$ cat config.mk
export PLATFORM = sky130hd
export DESIGN_NAME = owned_relay_output_controller_unit
export DESIGN_NICKNAME = d
export VERILOG_FILES = /design/src/rtl/orc_pkg.sv /design/src/rtl/owned_relay_output_controller_unit.sv
export VERILOG_INCLUDE_DIRS = /design/src /design/src/rtl
export SDC_FILE = /design/constraint.sdc
export NUM_CORES = 1
export LEC_CHECK = 0
export BUFFER_PORTS_ARGS = -buffer_cell sky130_fd_sc_hd__buf_2
export CAP_MARGIN = 10
export CORE_UTILIZATION = 55
export CTS_CLUSTER_SIZE = 30
export DETAILED_ROUTE_END_ITERATION = 12
export PLACE_DENSITY = 0.72
export SYNTH_ARGS = -nofsm -noshare
export SYNTH_HDL_FRONTEND = slang
export SYNTH_SLANG_ARGS = --single-unit
$ cat constraint.sdc
create_clock -name clock -period 5.8 [get_ports clock]
set_input_delay 0.58 -clock clock [delete_from_list [all_inputs] [get_ports clock]]
set_output_delay 0.58 -clock clock [all_outputs]
set_load 0.01 [all_outputs]
$ cat src/rtl/owned_relay_output_controller_unit_macros.svh
//------------------------------------------------------------------------------
// Owned relay output controller - assertion macros
// Clocked assertion wrappers for the controller RTL, which checks itself.
//------------------------------------------------------------------------------
`ifndef OWNED_RELAY_OUTPUT_CONTROLLER_UNIT_MACROS_SVH
`define OWNED_RELAY_OUTPUT_CONTROLLER_UNIT_MACROS_SVH

// checked only outside reset
`define ORC_ASSERT(lbl, prop, msg) \
   lbl: assert property (@(posedge clock) disable iff (reset) prop) else $error(msg);

// checked at every edge, reset included
`define ORC_ASSERT_ALWAYS(lbl, prop, msg) \
   lbl: assert property (@(posedge clock) prop) else $error(msg);

`endif

$ cat src/rtl/orc_pkg.sv
//------------------------------------------------------------------------------
// Owned relay output controller - package
// Command codes, kind codes and the per-output table entry.
//------------------------------------------------------------------------------
`default_nettype none

package orc_pkg;

   localparam logic [3:0] OP_ACTIVATE     = 4'd0;
   localparam logic [3:0] OP_DEACTIVATE   = 4'd1;
   localparam logic [3:0] OP_CLR_OWNED    = 4'd2;
   localparam logic [3:0] OP_CLR_KIND     = 4'd3;
   localparam logic [3:0] OP_TX_SET       = 4'd4;
   localparam logic [3:0] OP_TX_CLR       = 4'd5;
   localparam logic [3:0] OP_TX_CLR_ALL   = 4'd6;
   localparam logic [3:0] OP_RX_SET       = 4'd7;
   localparam logic [3:0] OP_RX_CLR       = 4'd8;
   localparam logic [3:0] OP_RX_CLR_ALL   = 4'd9;
   localparam logic [3:0] OP_PING         = 4'd10;
   localparam logic [3:0] OP_SET_SLOT     = 4'd11;
   localparam logic [3:0] OP_TXRX_ON      = 4'd12;
   localparam logic [3:0] OP_TXRX_OFF     = 4'd13;
   localparam logic [3:0] OP_PTT          = 4'd14;

   localparam logic [3:0] KIND_NONE = 4'd0;
   localparam logic [3:0] KIND_ANT  = 4'd1;

   typedef struct packed {
      logic [7:0] owner;
      logic [3:0] kind;
      logic [7:0] tx_owner;
      logic [7:0] rx_owner;
   } entry_type;

endpackage

`default_nettype wire

$ cat src/rtl/owned_relay_output_controller_unit.sv
//------------------------------------------------------------------------------
// Owned relay output controller
// Relay output ownership, TX/RX combination maps and PTT driven antenna swap.
//------------------------------------------------------------------------------
// From transfer to result, every command works through the per-output table
// (owner, kind, TX and RX owner), which sits in one synchronous RAM with one
// read and one write port: every command walks all entries once, one
// read-modify-write per cycle, then the result register loads once it is
// free (empty, or its result being taken).
// A new command is taken once the result register has been loaded. After
// reset the table reads as zero at once (per-entry valid bits), no sweep.
`default_nettype none
`include "owned_relay_output_controller_unit_macros.svh"

module owned_relay_output_controller_unit #(
   parameter int NUM_OUTPUTS = 20,
   parameter int NUM_PTT     = 7
) (
   input  wire logic                   clock,
   input  wire logic                   reset,
   input  wire logic                   csr_wr_en,
   input  wire logic                   csr_wr_data,
   input  wire logic                   req_valid,
   output logic                        req_ready,
   input  wire logic [3:0]             req_op,
   input  wire logic [7:0]             req_from_addr,
   input  wire logic [4:0]             req_index,
   input  wire logic [2:0]             req_kind,
   input  wire logic [2:0]             req_ptt_slot,
   input  wire logic [6:0]             req_ptt_lines,
   input  wire logic                   req_last_in_message,
   output logic                        rsp_valid,
   input  wire logic                   rsp_ready,
   output logic [NUM_OUTPUTS-1:0]      rsp_outputs_on,
   output logic [NUM_OUTPUTS-1:0]      rsp_tx_combo_on,
   output logic [NUM_OUTPUTS-1:0]      rsp_rx_combo_on,
   output logic [NUM_PTT-1:0]          rsp_ptt_leds
);
   import orc_pkg::*;

   localparam int IW = (NUM_OUTPUTS > 1) ? $clog2(NUM_OUTPUTS) : 1;
   localparam int SW = (NUM_PTT > 1) ? $clog2(NUM_PTT) : 1;
   localparam logic [IW-1:0] LAST_IDX = IW'(NUM_OUTPUTS - 1);

   localparam logic [1:0] ST_IDLE = 2'd0;
   localparam logic [1:0] ST_WALK = 2'd1;
   localparam logic [1:0] ST_DONE = 2'd2;

   // table RAM
   entry_type mem [NUM_OUTPUTS];
   entry_type rd_ent_ff;
   logic      rd_vld_ff;
   logic [NUM_OUTPUTS-1:0] vld_ff;

   logic [1:0]    state_ff, state_in;
   logic [IW-1:0] iss_ff, iss_in;
   logic          iss_run_ff, iss_run_in;
   logic          stg_vld_ff;
   logic [IW-1:0] stg_idx_ff;

   logic          ptt_active_low_ff;
   logic [NUM_OUTPUTS-1:0] out_act_ff, tx_act_ff, rx_act_ff;
   logic [7:0]    slot_addr_ff [NUM_PTT];
   logic [7:0]    txrx_addr_ff [NUM_PTT];
   logic [NUM_PTT-1:0] ptt_last_ff;

   // latched command
   logic [3:0]    op_ff;
   logic [7:0]    from_ff;
   logic          ok_ff;
   logic [IW-1:0] p_ff;
   logic [3:0]    k_ff;
   logic          slot_hit_ff;
   logic          swap_ff;
   logic [7:0]    swap_addr_ff;
   logic          swap_tx_ff;

   logic                   rsp_valid_ff;
   logic [NUM_OUTPUTS-1:0] rsp_out_ff, rsp_tx_ff, rsp_rx_ff;
   logic [NUM_PTT-1:0]     rsp_leds_ff;

   logic req_fire, rsp_free, last_stage;

   assign req_ready = (state_ff == ST_IDLE);
   assign req_fire  = req_valid && req_ready;
   assign rsp_free  = !rsp_valid_ff || rsp_ready;
   assign last_stage = stg_vld_ff && (stg_idx_ff == LAST_IDX);

   // ---------------- decode at transfer ----------------
   logic          dec_ok;
   logic [IW-1:0] dec_p;
   logic [3:0]    dec_k;
   logic          slot_found;
   logic [SW-1:0] slot_idx;
   logic [7:0]    cur_full;
   logic [NUM_PTT-1:0] cur, diff;
   logic          diff_one;
   logic [SW-1:0] line_idx;
   logic          dec_swap;

   always_comb begin
      dec_ok = (req_index != 5'd0) && ({1'b0, req_index} <= 6'(NUM_OUTPUTS));
      dec_p  = dec_ok ? IW'(req_index - 5'd1) : '0;
      dec_k  = {1'b0, req_kind} + 4'd1;

      slot_found = 1'b0;
      slot_idx   = '0;
      for (int i = NUM_PTT - 1; i >= 0; i--) begin
         if (slot_addr_ff[i] == req_from_addr) begin
            slot_found = 1'b1;
            slot_idx   = SW'(i);
         end
      end

      cur_full = {1'b0, (ptt_active_low_ff ? ~req_ptt_lines : req_ptt_lines)};
      cur      = cur_full[NUM_PTT-1:0];
      diff     = cur ^ ptt_last_ff;
      diff_one = (diff != '0) && ((diff & (diff - 1'b1)) == '0);
      line_idx = '0;
      for (int i = 0; i < NUM_PTT; i++) begin
         if (diff[i]) line_idx = SW'(i);
      end
      dec_swap = (req_op == OP_PTT) && diff_one && (txrx_addr_ff[line_idx] != 8'd0);
   end

   // ---------------- sequencer ----------------
   always_comb begin
      state_in   = state_ff;
      iss_in     = iss_ff;
      iss_run_in = iss_run_ff;
      unique case (state_ff)
         ST_IDLE: begin
            if (req_fire) begin
               state_in   = ST_WALK;
               iss_in     = '0;
               iss_run_in = 1'b1;
            end
         end
         ST_WALK: begin
            if (iss_run_ff) begin
               iss_in = iss_ff + 1'b1;
               if (iss_ff == LAST_IDX) iss_run_in = 1'b0;
            end
            if (last_stage) state_in = ST_DONE;
         end
         ST_DONE: begin
            if (rsp_free) state_in = ST_IDLE;
         end
         default: state_in = ST_IDLE;
      endcase
   end

   always_ff @(posedge clock) begin
      if (reset) begin
         state_ff   <= ST_IDLE;
         iss_ff     <= '0;
         iss_run_ff <= 1'b0;
         stg_vld_ff <= 1'b0;
      end else begin
         state_ff   <= state_in;
         iss_ff     <= iss_in;
         iss_run_ff <= iss_run_in;
         stg_vld_ff <= (state_ff == ST_WALK) && iss_run_ff;
      end
   end

   always_ff @(posedge clock) begin
      if ((state_ff == ST_WALK) && iss_run_ff) begin
         rd_ent_ff  <= mem[iss_ff];
         rd_vld_ff  <= vld_ff[iss_ff];
         stg_idx_ff <= iss_ff;
      end
   end

   // ---------------- per-entry update ----------------
   entry_type e;
   logic ea, et, er, sel, own_hit;

   always_comb begin
      e  = rd_vld_ff ? rd_ent_ff : '0;
      ea = out_act_ff[stg_idx_ff];
      et = tx_act_ff[stg_idx_ff];
      er = rx_act_ff[stg_idx_ff];
      sel     = ok_ff && (stg_idx_ff == p_ff);
      own_hit = (e.owner == from_ff);
      case (op_ff)
         OP_ACTIVATE: if (sel) begin
            ea = 1'b1; e.owner = from_ff; e.kind = k_ff;
         end
         OP_DEACTIVATE: if (sel && own_hit) begin
            ea = 1'b0; e.owner = 8'd0; e.kind = KIND_NONE;
         end
         OP_CLR_OWNED: if (own_hit) begin
            ea = 1'b0; e.owner = 8'd0; e.kind = KIND_NONE;
         end
         OP_CLR_KIND: if ((e.kind == k_ff) && own_hit) begin
            ea = 1'b0; e.owner = 8'd0; e.kind = KIND_NONE;
         end
         OP_TX_SET: if (sel) begin
            et = 1'b1; e.tx_owner = from_ff;
         end
         OP_TX_CLR: if (sel) begin
            et = 1'b0; e.tx_owner = 8'd0;
         end
         OP_TX_CLR_ALL: if (e.tx_owner == from_ff) begin
            et = 1'b0; e.tx_owner = 8'd0;
         end
         OP_RX_SET: if (sel) begin
            er = 1'b1; e.rx_owner = from_ff;
            ea = 1'b1; e.owner = from_ff; e.kind = KIND_ANT;
         end
         OP_RX_CLR: if (sel) begin
            er = 1'b0; e.rx_owner = 8'd0;
            if (own_hit) begin
               ea = 1'b0; e.owner = 8'd0; e.kind = KIND_NONE;
            end
         end
         OP_RX_CLR_ALL: if (e.rx_owner == from_ff) begin
            er = 1'b0; e.rx_owner = 8'd0;
            if ((e.kind == KIND_ANT) && own_hit) begin
               ea = 1'b0; e.owner = 8'd0; e.kind = KIND_NONE;
            end
         end
         OP_TXRX_OFF: if (slot_hit_ff) begin
            et = 1'b0; er = 1'b0; e.tx_owner = 8'd0; e.rx_owner = 8'd0;
            if ((e.kind == KIND_ANT) && own_hit) begin
               ea = 1'b0; e.owner = 8'd0; e.kind = KIND_NONE;
            end
         end
         OP_PTT: if (swap_ff) begin
            // drop the owner's antennas, then raise its TX or RX combination
            if ((e.kind == KIND_ANT) && (e.owner == swap_addr_ff)) begin
               ea = 1'b0; e.owner = 8'd0; e.kind = KIND_NONE;
            end
            if ((swap_tx_ff ? e.tx_owner : e.rx_owner) == swap_addr_ff) begin
               ea = 1'b1; e.owner = swap_addr_ff; e.kind = KIND_ANT;
            end
         end
         default: ;
      endcase
   end

   always_ff @(posedge clock) begin
      if (stg_vld_ff) mem[stg_idx_ff] <= e;
   end

   always_ff @(posedge clock) begin
      if (reset) begin
         vld_ff     <= '0;
         out_act_ff <= '0;
         tx_act_ff  <= '0;
         rx_act_ff  <= '0;
      end else if (stg_vld_ff) begin
         vld_ff[stg_idx_ff]     <= 1'b1;
         out_act_ff[stg_idx_ff] <= ea;
         tx_act_ff[stg_idx_ff]  <= et;
         rx_act_ff[stg_idx_ff]  <= er;
      end
   end

   // ---------------- command latch, slot tables, PTT ----------------
   always_ff @(posedge clock) begin
      if (req_fire) begin
         op_ff        <= req_op;
         from_ff      <= req_from_addr;
         ok_ff        <= dec_ok;
         p_ff         <= dec_p;
         k_ff         <= dec_k;
         slot_hit_ff  <= slot_found;
         swap_ff      <= dec_swap;
         swap_addr_ff <= txrx_addr_ff[line_idx];
         swap_tx_ff   <= cur[line_idx];
      end
   end

   always_ff @(posedge clock) begin
      if (reset) begin
         ptt_active_low_ff <= 1'b0;
      end else if (csr_wr_en) begin
         ptt_active_low_ff <= csr_wr_data;
      end
   end

   always_ff @(posedge clock) begin
      if (reset) begin
         ptt_last_ff <= '0;
         for (int i = 0; i < NUM_PTT; i++) begin
            slot_addr_ff[i] <= 8'd0;
            txrx_addr_ff[i] <= 8'd0;
         end
      end else if (req_fire) begin
         case (req_op)
            OP_PING: begin
               if (req_ptt_slot != 3'd0) begin
                  if ({1'b0, req_ptt_slot} <= 4'(NUM_PTT))
                     slot_addr_ff[SW'(req_ptt_slot - 3'd1)] <= req_from_addr;
               end else begin
                  for (int i = 0; i < NUM_PTT; i++) begin
                     if (slot_addr_ff[i] == req_from_addr) slot_addr_ff[i] <= 8'd0;
                  end
               end
            end
            OP_SET_SLOT: begin
               if ({1'b0, req_ptt_slot} < 4'(NUM_PTT))
                  slot_addr_ff[SW'(req_ptt_slot)] <= req_from_addr;
            end
            OP_TXRX_ON:  if (slot_found) txrx_addr_ff[slot_idx] <= req_from_addr;
            OP_TXRX_OFF: if (slot_found) txrx_addr_ff[slot_idx] <= 8'd0;
            OP_PTT:      ptt_last_ff <= cur;
            default: ;
         endcase
      end
   end

   // ---------------- result register ----------------
   always_ff @(posedge clock) begin
      if (reset) begin
         rsp_valid_ff <= 1'b0;
      end else if ((state_ff == ST_DONE) && rsp_free) begin
         rsp_valid_ff <= 1'b1;
      end else if (rsp_ready) begin
         rsp_valid_ff <= 1'b0;
      end
   end

   always_ff @(posedge clock) begin
      if ((state_ff == ST_DONE) && rsp_free) begin
         rsp_out_ff  <= out_act_ff;
         rsp_tx_ff   <= tx_act_ff;
         rsp_rx_ff   <= rx_act_ff;
         rsp_leds_ff <= ptt_last_ff;
      end
   end

   assign rsp_valid       = rsp_valid_ff;
   assign rsp_outputs_on  = rsp_out_ff;
   assign rsp_tx_combo_on = rsp_tx_ff;
   assign rsp_rx_combo_on = rsp_rx_ff;
   assign rsp_ptt_leds    = rsp_leds_ff;

   // ---------------- assertions ----------------
   `ORC_ASSERT(a_fire_starts_walk, req_fire |=> (state_ff == ST_WALK) && iss_run_ff && (iss_ff == '0), "transfer did not start a table walk")
   `ORC_ASSERT(a_write_in_walk, stg_vld_ff |-> (state_ff == ST_WALK), "table write outside a walk")
   `ORC_ASSERT(a_done_loads_rsp, ((state_ff == ST_DONE) && rsp_free) |=> rsp_valid && (state_ff == ST_IDLE), "result not loaded at walk end")
   `ORC_ASSERT_ALWAYS(a_reset_idle, reset |=> (state_ff == ST_IDLE) && !rsp_valid, "not idle after reset")

endmodule

`default_nettype wire

==> metrics.txt <==
status=finished, final reports clean; global-route usage over all layers=26.05%; count leader, synth=edfxtp_1; CTS clk-pin slew, worst paths=0.07 ns; Hold WC Path Type=in -> reg; gpl congestion=0.9227; CTS resizes=0; Syn Inst Count=between 2000 and 2500; Routed wire per std cell=between 20 and 30 um; clk sinks=between 900 and 1000; Yosys top cell by area=edfxtp_1; port buffer count=104; row count=95; library cells used by synthesis=72; post-route ant nets=0; main area contributors after synthesis=edfxtp_1, mux4_2, dfxtp_1, mux2i_1, xnor2_1; Synth Area per Inst=about 17 sq um; fin. max-slew vios=0; WP buf/inv=2; Seq/Total Area, Yosys=69.78%; Max Clock Freq=251.3 MHz; Logic pwr share=3.9%; first-pass GRT wire length=134600 um; max_cap viols=0; H-tree depth=3; post-DP HPWL=51830 um; number of setup violations in the final report=0; vias=21039; # IOs=about 110; CTS tree=done; mapped cell area=between 30000 and 40000 sq um; NetSw=roughly 3 mW; Layout area overhead=13.07%; Yosys Warn Count=0; Worst Path Arrival=4.31 ns; clock group share of total power=44.3%; die area=around 70000 sq um; worst-path fanout max=32; hold_buf cts=0; Finished Layout Cells=3325; Fin Setup TNS=0 ns; actual slew at the worst max-slew pin=1.294 ns; Critical-path top delay cell=a22o_1; EDFF count, synth=slightly above 800; final instance area=42660 sq um; internal power=11.03 mW; pwr/cell area=328.8 nW/um^2; vias in the first global route=roughly 21000; wirelength, routed=89840 um; Hold Violations, Final=0; layout cells sized above 1=between 20 and 25%; WHS=0.1749 ns; Peak supply drop=0.3177 mV; critical path capture point type=flip-flop; Synth top area share=64.15%; asr flop ratio synth=0%; DIE HEIGHT=approximately 260 um; most instantiated cells after synthesis=edfxtp_1, mux4_2, nor2_1; sequential power share=51.8%; Crit path top cell by count=a22o_1; Leak=~14 nW; unrepaired setup endpoints after global routing=false; Cell Chain, Critical Path=buf_4, nor4bb_1, a2bb2oi_1, a32oi_1, a311oi_1, a22o_1, inv_1, a31oi_1, a22o_1; Post-CTS Setup Bufs=0; Die W=263.9 um; clock latency on the worst-skew pair=about 0.66 ns; Final Core Density=63.18%; Crit Path Class=reg -> reg; total congestion overflow=0; max incr delay on CP=between 0.7 and 0.8 ns; initial antenna violation count=1; Top FF cell, synth=edfxtp_1; largest net degree at the start of global routing=95; DR pass1 iterations=6; Cells after DPL=3153; crit-path leading delay family=compound AO/OA/AOI/OAI gates; max_slew headroom=about 14%; clock skew=0.03135 ns; CORE AREA=67510 sq um; Area after DPL=39430 sq um; Layout fillers=4690; clock buffer depth=3; switch share=21.39%; Final min period=3.980 ns; Final Cycle Share=68.62%; Initial Util=around 56%; number of buffers created by CTS=90; post-DR vias/cell=6.328; final net count=between 2000 and 2500; DRC errors left=0; root buf cell=clkbuf_16; CP startpoint kind=flip-flop; number of synthesized register bits=roughly 900; Starting DRT DRC Count=2138; data required time of the worst path=6.13 ns
-- path summary, 6_finish.rpt --
kind | from | end | slack (ns) | cells after the start
max reg2reg | rd_vld_ff | mem[13][17] | 1.82 | 9
max | rd_vld_ff | mem[13][17] | 1.82 | 9
min | csr_wr_data | ptt_active_low_ff | 0.17 | 3
min reg2reg | rx_act_ff[18] | rsp_rx_combo_on[18] | 0.45 | 0
-- metal layers --
metal	GRT usage, %	routed length, um	part of all wire, %
met1	37.08	36900	41
met2	41.75	43300	48
met3	4.045	7267	8.1
met4	8.187	2378	2.6
met5	0	0	0
-- tightest hold or removal path, delay by kind of cell --
kind	cells	cell delay (ns)
buffers and inverters	1	0.08
AND/OR/NAND/NOR	1	0.08
multiplexers	1	0.06
-- flip-flops by register name, indices dropped and copies added, names as in the netlist, 28 cells and up --
name          cells
mem             560
rd_ent_ff        28
slot_addr_ff     56
txrx_addr_ff     64
-- power groups by stage --
stage	logic, mW	registers, mW	clock network, mW
finish	0.546	7.27	6.21
global route	0.590	7.27	6.51
CTS	0.545	7.27	6.28
detailed placement	0.541	7.41	0
global placement	0.524	7.41	0
floorplan	0.417	7.36	0
-- per-stage QoR --
stage                     total power, mW  setup slack [ns]
after detailed placement            7.952             1.962
after floorplan                     7.776             1.602
after CTS                           14.10             1.918
after global routing                14.37             1.637
after global placement              7.933             2.039
final                               14.03             1.820
-- kinds of logic (layout without fill, tap and decap cells) --
| family | count (synthesis) | in the layout | synth area share (%) |
|---|---|---|---|
| buffers and inverters | 145 | 344 | 1.552 |
| adder cells (fa/ha/maj) | 6 | 6 | 0.1990 |
| other | 1 | 9 | 0.009940 |
| flip-flops | 912 | 912 | 69.78 |
| XOR/XNOR | 115 | 115 | 2.779 |
| AND/OR/NAND/NOR | 499 | 499 | 6.600 |
| multiplexers | 305 | 305 | 14.46 |
| AO/OA/AOI/OAI | 262 | 262 | 4.623 |
-- layout by cell type (no fill, tap or decap), drive strengths merged, types with 15 or more instances in the layout --
cell type / count
edfxtp: 806
mux4: 189
nor2: 171
buf: 156
dfxtp: 106
clkbuf: 105
and2: 101
nand2: 91
xnor2: 89
mux2i: 87
o21ai: 74
a21oi: 49
clkinv: 37
mux2: 29
xor2: 26
nand4: 25
inv: 25
a211oi: 21
nand3: 20
a22o: 18
nor3: 18
bufinv: 15
-- area by class of cell --
| class | count | area, sq um | area share (%) |
|---|---|---|---|
| clock buffer | 105 | 2340 | 5.485 |
| tap | 873 | 1092 | 2.561 |
| inverter | 21 | 78.83 | 0.1848 |
| sequential | 912 | 26340 | 61.74 |
| clock inverter | 62 | 830.8 | 1.948 |
| timing repair buffer | 156 | 945.9 | 2.218 |
| multi-input combinational | 1195 | 11030 | 25.86 |
| antenna | 1 | 2.502 | 0.005866 |
No activity file was read; power rests on OpenSTA's default activity.
